## config.mk

```make
export PLATFORM = sky130hd
export DESIGN_NAME = rect_clip_address_window
export DESIGN_NICKNAME = d
export VERILOG_FILES = /design/src/rtl/rcaw_pkg.sv /design/src/rtl/rcaw_regs.sv /design/src/rtl/rcaw_clip.sv /design/src/rtl/rect_clip_address_window.sv
export SDC_FILE = /design/constraint.sdc
export NUM_CORES = 1
export LEC_CHECK = 0
export BUFFER_PORTS_ARGS = -buffer_cell sky130_fd_sc_hd__buf_4
export CAP_MARGIN = 15
export CORE_MARGIN = 2
export CORE_UTILIZATION = 30
export CTS_CLUSTER_DIAMETER = 30
export DETAILED_ROUTE_END_ITERATION = 7
export PLACE_DENSITY = 0.51
export SLEW_MARGIN = 20
export SYNTH_ARGS = -nofsm -noshare
export SYNTH_HDL_FRONTEND = slang
export SYNTH_HIERARCHICAL = 1
export SYNTH_SLANG_ARGS = --single-unit
```

## constraint.sdc

```tcl
create_clock -name clk -period 21.6 [get_ports clk]
set_input_delay 4.32 -clock clk [delete_from_list [all_inputs] [get_ports clk]]
set_output_delay 4.32 -clock clk [all_outputs]
set_load 0.01 [all_outputs]
```

## src/rtl/rcaw_pkg.sv

```systemverilog
`timescale 1ns / 1ps
`default_nettype none

package rcaw_pkg;

  // Field widths of the item and result transfers.
  localparam int COORD_W = 16;
  localparam int COLOR_W = 16;
  localparam int WIN_W   = 9;
  localparam int CNT_W   = 14;

  // Working width of the clipping arithmetic: a 16-bit anchor plus a 16-bit
  // size with a carry either way never leaves this range.
  localparam int CALC_W = 20;

  // Default panel geometry.
  localparam int PANEL_SHORT_DEF = 80;
  localparam int PANEL_LONG_DEF  = 160;

  // Configuration port.
  localparam int ADDR_W = 4;
  localparam int DATA_W = 32;
  localparam int ROT_W  = 2;
  localparam int OFF_W  = 8;

  localparam logic [ROT_W-1:0] ROTATION_RST   = 2'd3;
  localparam logic [OFF_W-1:0] COL_OFFSET_RST = 8'd24;
  localparam logic [OFF_W-1:0] ROW_OFFSET_RST = 8'd0;

  typedef enum logic [1:0] {
    REG_ROTATION   = 2'd0,
    REG_COL_OFFSET = 2'd1,
    REG_ROW_OFFSET = 2'd2
  } reg_idx_t;

  typedef struct packed {
    logic [ROT_W-1:0] rotation;
    logic [OFF_W-1:0] col_offset;
    logic [OFF_W-1:0] row_offset;
  } cfg_t;

  typedef struct packed {
    logic signed [COORD_W-1:0] rect_x;
    logic signed [COORD_W-1:0] rect_y;
    logic signed [COORD_W-1:0] rect_w;
    logic signed [COORD_W-1:0] rect_h;
    logic        [COLOR_W-1:0] fill_color;
  } rect_in_t;

  typedef struct packed {
    logic               visible;
    logic [WIN_W-1:0]   col_start;
    logic [WIN_W-1:0]   col_end;
    logic [WIN_W-1:0]   row_start;
    logic [WIN_W-1:0]   row_end;
    logic [CNT_W-1:0]   pixel_count;
    logic [COLOR_W-1:0] pixel_word;
  } rect_out_t;

endpackage

`default_nettype wire

```

## src/rtl/rcaw_regs.sv

```systemverilog
`timescale 1ns / 1ps
`default_nettype none

module rcaw_regs (
  input  wire logic                     clk,
  input  wire logic                     rst,
  input  wire logic                     psel,
  input  wire logic                     penable,
  input  wire logic                     pwrite,
  input  wire logic [rcaw_pkg::ADDR_W-1:0] paddr,
  input  wire logic [rcaw_pkg::DATA_W-1:0] pwdata,
  output logic      [rcaw_pkg::DATA_W-1:0] prdata,
  output logic                          pready,
  output rcaw_pkg::cfg_t                cfg
);
  import rcaw_pkg::*;

  logic [1:0] idx;
  logic       wr_en;

  assign idx    = paddr[3:2];
  assign wr_en  = psel && penable && pwrite;
  assign pready = 1'b1;

  always_ff @(posedge clk) begin
    if (rst) begin
      cfg.rotation   <= ROTATION_RST;
      cfg.col_offset <= COL_OFFSET_RST;
      cfg.row_offset <= ROW_OFFSET_RST;
    end else if (wr_en) begin
      case (idx)
        REG_ROTATION:   cfg.rotation   <= pwdata[ROT_W-1:0];
        REG_COL_OFFSET: cfg.col_offset <= pwdata[OFF_W-1:0];
        REG_ROW_OFFSET: cfg.row_offset <= pwdata[OFF_W-1:0];
        default: ;
      endcase
    end
  end

  always_comb begin
    case (idx)
      REG_ROTATION:   prdata = DATA_W'(cfg.rotation);
      REG_COL_OFFSET: prdata = DATA_W'(cfg.col_offset);
      REG_ROW_OFFSET: prdata = DATA_W'(cfg.row_offset);
      default:        prdata = '0;
    endcase
  end

endmodule

`default_nettype wire

```

## src/rtl/rcaw_clip.sv

```systemverilog
`timescale 1ns / 1ps
`default_nettype none

module rcaw_clip #(
  parameter int PANEL_SHORT = rcaw_pkg::PANEL_SHORT_DEF,
  parameter int PANEL_LONG  = rcaw_pkg::PANEL_LONG_DEF
) (
  input  wire rcaw_pkg::rect_in_t rect,
  input  wire rcaw_pkg::cfg_t     cfg,
  output rcaw_pkg::rect_out_t     win
);
  import rcaw_pkg::*;

  localparam logic signed [CALC_W-1:0] ONE     = CALC_W'(1);
  localparam logic signed [CALC_W-1:0] SHORT_S = CALC_W'(PANEL_SHORT);
  localparam logic signed [CALC_W-1:0] LONG_S  = CALC_W'(PANEL_LONG);

  logic signed [CALC_W-1:0] x, y, w, h;
  logic signed [CALC_W-1:0] xa, ya, wa, ha, x2, y2;
  logic signed [CALC_W-1:0] xc, yc, x2c, y2c;
  logic signed [CALC_W-1:0] scr_w, scr_h;
  logic        [OFF_W-1:0]  xoff, yoff;
  logic                     vis;
  logic        [WIN_W-1:0]  cw, ch;
  logic        [2*WIN_W-1:0] area;
  logic        [COLOR_W-1:0] rev;

  always_comb begin
    x = CALC_W'(rect.rect_x);
    y = CALC_W'(rect.rect_y);
    w = CALC_W'(rect.rect_w);
    h = CALC_W'(rect.rect_h);

    // Odd rotations are landscape and swap which offset lands on which axis.
    if (cfg.rotation[0]) begin
      scr_w = LONG_S;
      scr_h = SHORT_S;
      xoff  = cfg.row_offset;
      yoff  = cfg.col_offset;
    end else begin
      scr_w = SHORT_S;
      scr_h = LONG_S;
      xoff  = cfg.col_offset;
      yoff  = cfg.row_offset;
    end

    // A negative size grows back from the anchor.
    xa = (w < 0) ? x + w + ONE : x;
    wa = (w < 0) ? -w : w;
    ya = (h < 0) ? y + h + ONE : y;
    ha = (h < 0) ? -h : h;
    x2 = xa + wa - ONE;
    y2 = ya + ha - ONE;

    vis = (w != 0) && (h != 0) && (xa < scr_w) && (ya < scr_h) && (x2 >= 0) && (y2 >= 0);

    xc  = (xa < 0) ? '0 : xa;
    yc  = (ya < 0) ? '0 : ya;
    x2c = (x2 >= scr_w) ? scr_w - ONE : x2;
    y2c = (y2 >= scr_h) ? scr_h - ONE : y2;

    cw   = x2c[WIN_W-1:0] - xc[WIN_W-1:0] + WIN_W'(1);
    ch   = y2c[WIN_W-1:0] - yc[WIN_W-1:0] + WIN_W'(1);
    area = {{WIN_W{1'b0}}, cw} * {{WIN_W{1'b0}}, ch};

    for (int i = 0; i < COLOR_W; i++) begin
      rev[i] = rect.fill_color[COLOR_W-1-i];
    end

    win = '0;
    if (vis) begin
      win.visible     = 1'b1;
      win.col_start   = xc[WIN_W-1:0] + WIN_W'(xoff);
      win.col_end     = x2c[WIN_W-1:0] + WIN_W'(xoff);
      win.row_start   = yc[WIN_W-1:0] + WIN_W'(yoff);
      win.row_end     = y2c[WIN_W-1:0] + WIN_W'(yoff);
      win.pixel_count = area[CNT_W-1:0];
      win.pixel_word  = rev;
    end
  end

endmodule

`default_nettype wire

```

## src/rtl/rect_clip_address_window.sv

```systemverilog
`timescale 1ns / 1ps
`default_nettype none

// Clips one signed rectangle per clock cycle against the screen and returns
// the panel address window, the pixel count and the bit-reversed fill colour.
// A rectangle transfer is taken at every rising edge with start high; busy
// never rises, so a new rectangle may follow in every cycle. Each result is
// carried through the input register and then the result register to the
// window ports, shown there for a single cycle marked by done, in the order
// the rectangles came in. The receiver cannot stall the block and must take
// the result in that cycle. The clipping arithmetic and one small multiply
// sit between the input register and the result register. The rotation and
// offset registers sit on the APB-style port at byte addresses 0, 4 and 8
// and should only be written while no rectangle is in flight.
module rect_clip_address_window #(
  parameter int PANEL_SHORT = rcaw_pkg::PANEL_SHORT_DEF,
  parameter int PANEL_LONG  = rcaw_pkg::PANEL_LONG_DEF
) (
  input  wire logic                        clk,
  input  wire logic                        rst,
  input  wire logic                        start,
  output logic                             busy,
  input  wire rcaw_pkg::rect_in_t          rect,
  output logic                             done,
  output rcaw_pkg::rect_out_t              window,
  input  wire logic                        psel,
  input  wire logic                        penable,
  input  wire logic                        pwrite,
  input  wire logic [rcaw_pkg::ADDR_W-1:0] paddr,
  input  wire logic [rcaw_pkg::DATA_W-1:0] pwdata,
  output logic      [rcaw_pkg::DATA_W-1:0] prdata,
  output logic                             pready
);
  import rcaw_pkg::*;

  cfg_t      cfg;
  rect_in_t  rect_q;
  logic      rect_vld;
  rect_out_t win_d;

  // The pipeline never holds anything back.
  assign busy = 1'b0;

  rcaw_regs u_regs (
    .clk     (clk),
    .rst     (rst),
    .psel    (psel),
    .penable (penable),
    .pwrite  (pwrite),
    .paddr   (paddr),
    .pwdata  (pwdata),
    .prdata  (prdata),
    .pready  (pready),
    .cfg     (cfg)
  );

  // Input register: the rectangle is captured as it is taken.
  always_ff @(posedge clk) begin
    if (rst) begin
      rect_vld <= 1'b0;
    end else begin
      rect_vld <= start && !busy;
    end
  end

  always_ff @(posedge clk) begin
    if (start && !busy) begin
      rect_q <= rect;
    end
  end

  rcaw_clip #(
    .PANEL_SHORT (PANEL_SHORT),
    .PANEL_LONG  (PANEL_LONG)
  ) u_clip (
    .rect (rect_q),
    .cfg  (cfg),
    .win  (win_d)
  );

  // Result register: done marks a one-cycle transfer of the window.
  always_ff @(posedge clk) begin
    if (rst) begin
      done <= 1'b0;
    end else begin
      done <= rect_vld;
    end
  end

  always_ff @(posedge clk) begin
    if (rect_vld) begin
      window <= win_d;
    end
  end

`ifndef SYNTHESIS
  // Every result belongs to an earlier rectangle transfer, carried through the input and result registers.
  a_done_follows_start: assert property (@(posedge clk) disable iff (rst)
    done |-> $past(start && !busy, 2))
    else $error("result without a matching rectangle transfer");

  // A hidden rectangle carries an all-zero window.
  a_hidden_is_zero: assert property (@(posedge clk) disable iff (rst)
    (done && !window.visible) |-> (window.col_start == '0 && window.col_end == '0 &&
      window.row_start == '0 && window.row_end == '0 &&
      window.pixel_count == '0 && window.pixel_word == '0))
    else $error("hidden rectangle with non-zero window fields");

  // Nothing is delivered in the cycle after reset.
  a_reset_quiet: assert property (@(posedge clk)
    rst |=> !done)
    else $error("result strobe straight after reset");
`endif

endmodule

`default_nettype wire
```

After elaboration in Yosys (flattened, before gate mapping)
Cells that the tools add are included.
{"block": "word_totals", "reg_bits": 167, "input_bits": 122, "output_inout_bits": 102, "elab_cells": 77}
{"block": "classes", "n_addsub": 20, "multipliers": 1, "order_cmp": 10, "eq_ne": 2, "mux": 14, "reduce_logical": 13}
{"cell": "two-way mux 20 bit", "n": 4}
{"cell": "two-way mux 67 bit", "n": 1}
{"cell": "nonzero test 32 bit", "n": 2}
{"cell": "adder 20 x 2 -> 20 bit, second input constant", "n": 2}
{"cell": "adder 20 bit", "n": 2}
{"cell": "greater-or-equal comparator 20 x 1 -> 1 bit, second input constant", "n": 2}
{"cell": "greater-or-equal comparator 20 x 9 -> 1 bit", "n": 2}
{"cell": "less-than comparator 20 x 1 -> 1 bit, second input constant", "n": 2}
{"cell": "less-than comparator 20 x 9 -> 1 bit", "n": 2}
{"cell": "negator 16 -> 20 bit", "n": 2}
{"cell": "subtractor 20 x 2 -> 20 bit, second input constant", "n": 2}
{"cell": "adder 9 x 8 -> 9 bit", "n": 4}
{"cell": "two-way mux 9 bit", "n": 4}
{"cell": "adder 16 x 16 -> 17 bit", "n": 2}
{"cell": "less-than comparator 16 x 1 -> 1 bit, second input constant", "n": 2}
{"cell": "two-way mux 8 bit", "n": 4}
{"cell": "case mux 8 bit (3 select lines)", "n": 1}
{"cell": "adder 9 x 1 -> 9 bit, second input constant", "n": 2}
{"cell": "subtractor 8 x 1 -> 9 bit, second input constant", "n": 2}
{"cell": "subtractor 9 bit", "n": 2}
{"cell": "multiplier 9 x 9 -> 14 bit", "n": 1}
{"cell": "logical AND 1 bit", "n": 7}
{"cell": "AND reduction 2 bit", "n": 3}
{"cell": "== test 2 x 1 -> 1 bit, second input constant", "n": 1}
{"cell": "other kinds (2)", "n": 2}

Logic depth before layout (Yosys ltp)
{"block": "logic_depth", "depth_word": 11, "ltp_mapped": 54}

Hierarchy
Netlist, hierarchy kept.
{"mod": "rcaw_clip", "instances": 1, "cells_per_inst": 1392, "area_per_inst_um2": 10339.9, "seq_area_each_um2": 0.0}
{"mod": "rect_clip_address_window", "instances": 1, "cells_per_inst": 153, "area_per_inst_um2": 4478.0, "seq_area_each_um2": 4454.3}
{"mod": "rcaw_regs", "instances": 1, "cells_per_inst": 119, "area_per_inst_um2": 1111.1, "seq_area_each_um2": 360.3}

Least setup slack after synthesis
Ideal clock, no wire load.
{"block": "synth_path", "path_kind": "register to register", "from": "reg rect_q[31] (netlist name)", "to": "reg window[29] (netlist name) (data pin)", "setup_time_ns": 0.140, "arrival_ns": 11.503, "required_time_ns": 21.460, "path_slack_ns": 9.957, "path_stages_with_launch": 49, "path_buffers": 5, "path_cell_list": "edfxtp_1 > clkbuf_1 > clkbuf_1 > buf_1 > clkbuf_1 > mux2i_1 > ha_1 > inv_1 > ha_1 > fa_1 > a21oi_1 > a2bb2oi_1 > nor2b_1 > xnor2_1 > ha_1 > nand2_1 > nand3_1 > or4_1 > [13 not listed] > nand3_1 > nand2_1 > nand2_1 > fa_1 > fa_1 > inv_1 > fa_1 > inv_1 > fa_1 > inv_1 > ha_1 > a21oi_1 > o21ai_0 > a21o_1 > a21oi_1 > xnor2_1 > xnor3_1 > nor2b_1"}
{"block": "synth_between", "elab_chain_len": 10, "word_cells_on_any_way": 23}
{"item": "start: declaration", "line_no": "rect_clip_address_window.sv:37", "source": "rect_in_t rect_q;"}
{"item": "start signal: assignment", "line_no": "rect_clip_address_window.sv:68", "source": "rect_q <= rect;"}
{"item": "adder 16 x 16 -> 17 bit", "line_no": "rcaw_clip.sv:50", "source": "ya = (h < 0) ? y + h + ONE : y;"}
{"item": "adder 20 x 2 -> 20 bit", "line_no": "rcaw_clip.sv:50"}
{"item": "two-way mux 20 bit", "line_no": "rcaw_clip.sv:50"}
{"item": "adder 20 bit", "line_no": "rcaw_clip.sv:53", "source": "y2 = ya + ha - ONE;"}
{"item": "subtractor 20 x 2 -> 20 bit", "line_no": "rcaw_clip.sv:53"}
{"item": "greater-or-equal comparator 20 x 9 -> 1 bit", "line_no": "rcaw_clip.sv:60", "source": "y2c = (y2 >= scr_h) ? scr_h - ONE : y2;"}
{"item": "two-way mux 9 bit", "line_no": "rcaw_clip.sv:60"}
{"item": "subtractor 9 bit", "line_no": "rcaw_clip.sv:63", "source": "ch = y2c[WIN_W-1:0] - yc[WIN_W-1:0] + WIN_W'(1);"}
{"item": "adder 9 x 1 -> 9 bit", "line_no": "rcaw_clip.sv:63"}
{"item": "multiplier 9 x 9 -> 14 bit", "line_no": "rcaw_clip.sv:64", "source": "area = {{WIN_W{1'b0}}, cw} * {{WIN_W{1'b0}}, ch};"}
{"item": "end signal: assignment", "line_no": "rect_clip_address_window.sv:92", "source": "window <= win_d;"}
{"item": "end: declaration", "line_no": "rect_clip_address_window.sv:25", "source": "output rcaw_pkg::rect_out_t window,"}
Several ways; a longest one is shown, not always the timed one.
A chain may end at the register's enable or synchronous reset.

Worst setup path in the final report
{"block": "layout_path", "from": "reg rect_q[17] (netlist name)", "to": "reg window[29] (netlist name) (data pin)"}
The elaborated chain is that of the path after synthesis.

==> qor.yml <==
synthCells: 1664
dp.final_hpwl_um: 32900
drt_pass1_iterations: 5
root_buffer: "clkbuf_16"
final_cell_mix: "inv_1 (205), ha_1 (199), buf_4 (178)"
grt_pass1_wl_um: 62300
htree_levels: 4
register_area_um2: 4820
worstPathRequired_ps: 21940
path_clk_slew_ps: 70
syn2layout_area_growth_pct: 16.0
r2r_setup_slack_ps: 8330
cp.arrival_ps: 13600
io_pins: 224
skew_ps: 19.0
drive_above_1_share_pct: 14.3
synth_edf_count: 147
grt_use_total_pct: 14.7
wl_um: 39900
vias: 11973
nets: 2201
avgSynthCellArea_um2: 9.57
r2r-start: "rect_q[17]$_DFFE_PP_"
grt-ovfl-total: 0
path_class: "flop to flop"
layout.cells.non_filler: 2525
clk_path_buf_depth: 2
ys_seq_area_share_pct: 30.2
insertion_delay_ps: 490
gp_congestion: 0.862
antenna_left: 0
maxCapViolations: 0
final_util_pct: 35.2
ctsResizeCount: 0
numCtsBuffers: 17
startpoint: "rect_q[17]$_DFFE_PP_"
yosys_warnings: 6
setup_tns_ps: 0
whs_endpoint: "u_regs/cfg[4]$_SDFFE_PP0P_"
fmax_ghz: 0.0754
holdPathStages: 2
final_common_cell: "inv_1"
drt-wirelength-per-cell_um: 15.8
synthFlopType: "edfxtp_1"
rr_worst_depth: 49
die_h_um: 234
core_area_um2: 52600
grt_max_degree: 68
cts_setup_buffers: 0
reg2reg_to: "window[29]$_DFFE_PP_"
crit_path_start_kind: "flop"
multi_input_area_um2: 10100
crit_top_cell: "ha_1"
dp.cells: 2494
synthArstFlopShare_pct: 0
crit_slowest_cell: "o41ai_4"
rsz0062_at_grt: "no"
period_needed_ps: 13270
drc_errors: 0
end_kind: "flop"
drtIter0Drc: 580
tightestPinTransition_ps: 896
portBuffers: 171
slew_headroom_pct: 39.8
die_x_um: 234
cts_tree: "yes"
hold_path.startpoint: "u_regs/cfg[4]$_SDFFE_PP0P_"
fillers: 5417
path_max_fanout: 14
cpPeakStageDelay_ps: 750
final.period_utilization_pct: 61.4
synth.ff_latch_count: 167
grt_pass1_vias: 11563
std_cell_rows: 84
initial_utilization_pct: 30.3
slew_viol_final: 0
die-area_um2: 55000
setup_viol: 0
holdWs_ps: 507
postCtsHoldBufs: 0
final-hold-violation-count: 0
via_per_inst: 4.74
hold_path.class: "flop to flop"
antenna_found_initial: 1
status: "finished, final reports clean"
yosysUniqueCellTypes: 81
synth.cell_area_um2: 15900
n_antenna_cell: 0
clock_sinks: 167
## final cells by class
type                    instances  area share, %
flip-flops and latches        167           26.1
clock inverters                14          0.880
well taps                     688           4.66
inverters                     207           4.21
repair buffers                178           7.23
multi-input cells            1254           54.6
clock buffers                  17           2.30
## how the worst max path moves through the flow
| stage | to | cells after the start |
|---|---|---|
| floorplan | window[29]$_DFFE_PP_ | 48 |
| global placement | window[29]$_DFFE_PP_ | 49 |
| detailed placement | window[29]$_DFFE_PP_ | 49 |
| CTS | window[29]$_DFFE_PP_ | 49 |
| global route | window[29]$_DFFE_PP_ | 49 |
| finish | window[29]$_DFFE_PP_ | 49 |
## worst max-delay path, delay by kind of cell, from the launching register on
family                     cells  cell delay (ps)
adders and majority gates     11             4330
AOI/OAI and AO/OA             13             3850
and+or+nand+nor               13             2570
xor gates and xnor gates       6             1270
DFF                            1              480
muxes                          1              310
buffers and inverters          5              280
## registers in the layout, summed over array words and instances (netlist names)
| register | flops |
|---|---|
| done | 1 |
| rect_vld | 1 |
| rect_q | 80 |
| window | 67 |
| u_regs/cfg | 18 |
## cell families (layout without fill, tap and decap cells)
group / after synthesis / after routing / share of synthesized area [%]
simple gates: 456 / 456 / 15.1
mux: 60 / 60 / 3.96
flops: 167 / 167 / 30.2
fa+ha+maj: 255 / 255 / 22.6
buf+inv: 268 / 416 / 7.05
other cells: 4 / 29 / 0.0942
xor+xnor: 119 / 119 / 6.63
compound gates: 335 / 335 / 14.3
## routing by layer
metal	GRT usage [%]	wire (µm)
met1	20.2	19200
met2	23.2	18300
met3	3.15	1790
met4	4.30	553
met5	0	12
## synthesized netlist by cell type, types with 36 or more instances
library cell    n  area, µm²
xnor2_1        65        569
edfxtp_1      147       4410
mux2i_1        36        360
a21oi_1        85        425
inv_1         205        769
o21ai_0        54        270
and2_1         90        563
fa_1           55       1100
xor2_1         53        464
a21o_1         40        300
nor2_1         78        293
nand2b_1       36        225
ha_1          199       2490
nand2_1       112        420
## metrics by stage
| stage | setup WS, ps | area (µm²) |
|---|---|---|
| 2_1_floorplan | 9960 | 16000 |
| 3_3_place_gp | 8540 | 17900 |
| 3_5_place_dp | 8410 | 17900 |
| 4_1_cts | 8360 | 18500 |
| 5_1_grt | 7380 | 18500 |
| 6_report | 8330 | 18500 |
Power is not shown: default switching activity piles up to over one toggle a cycle in this logic, so the estimate is an artifact.
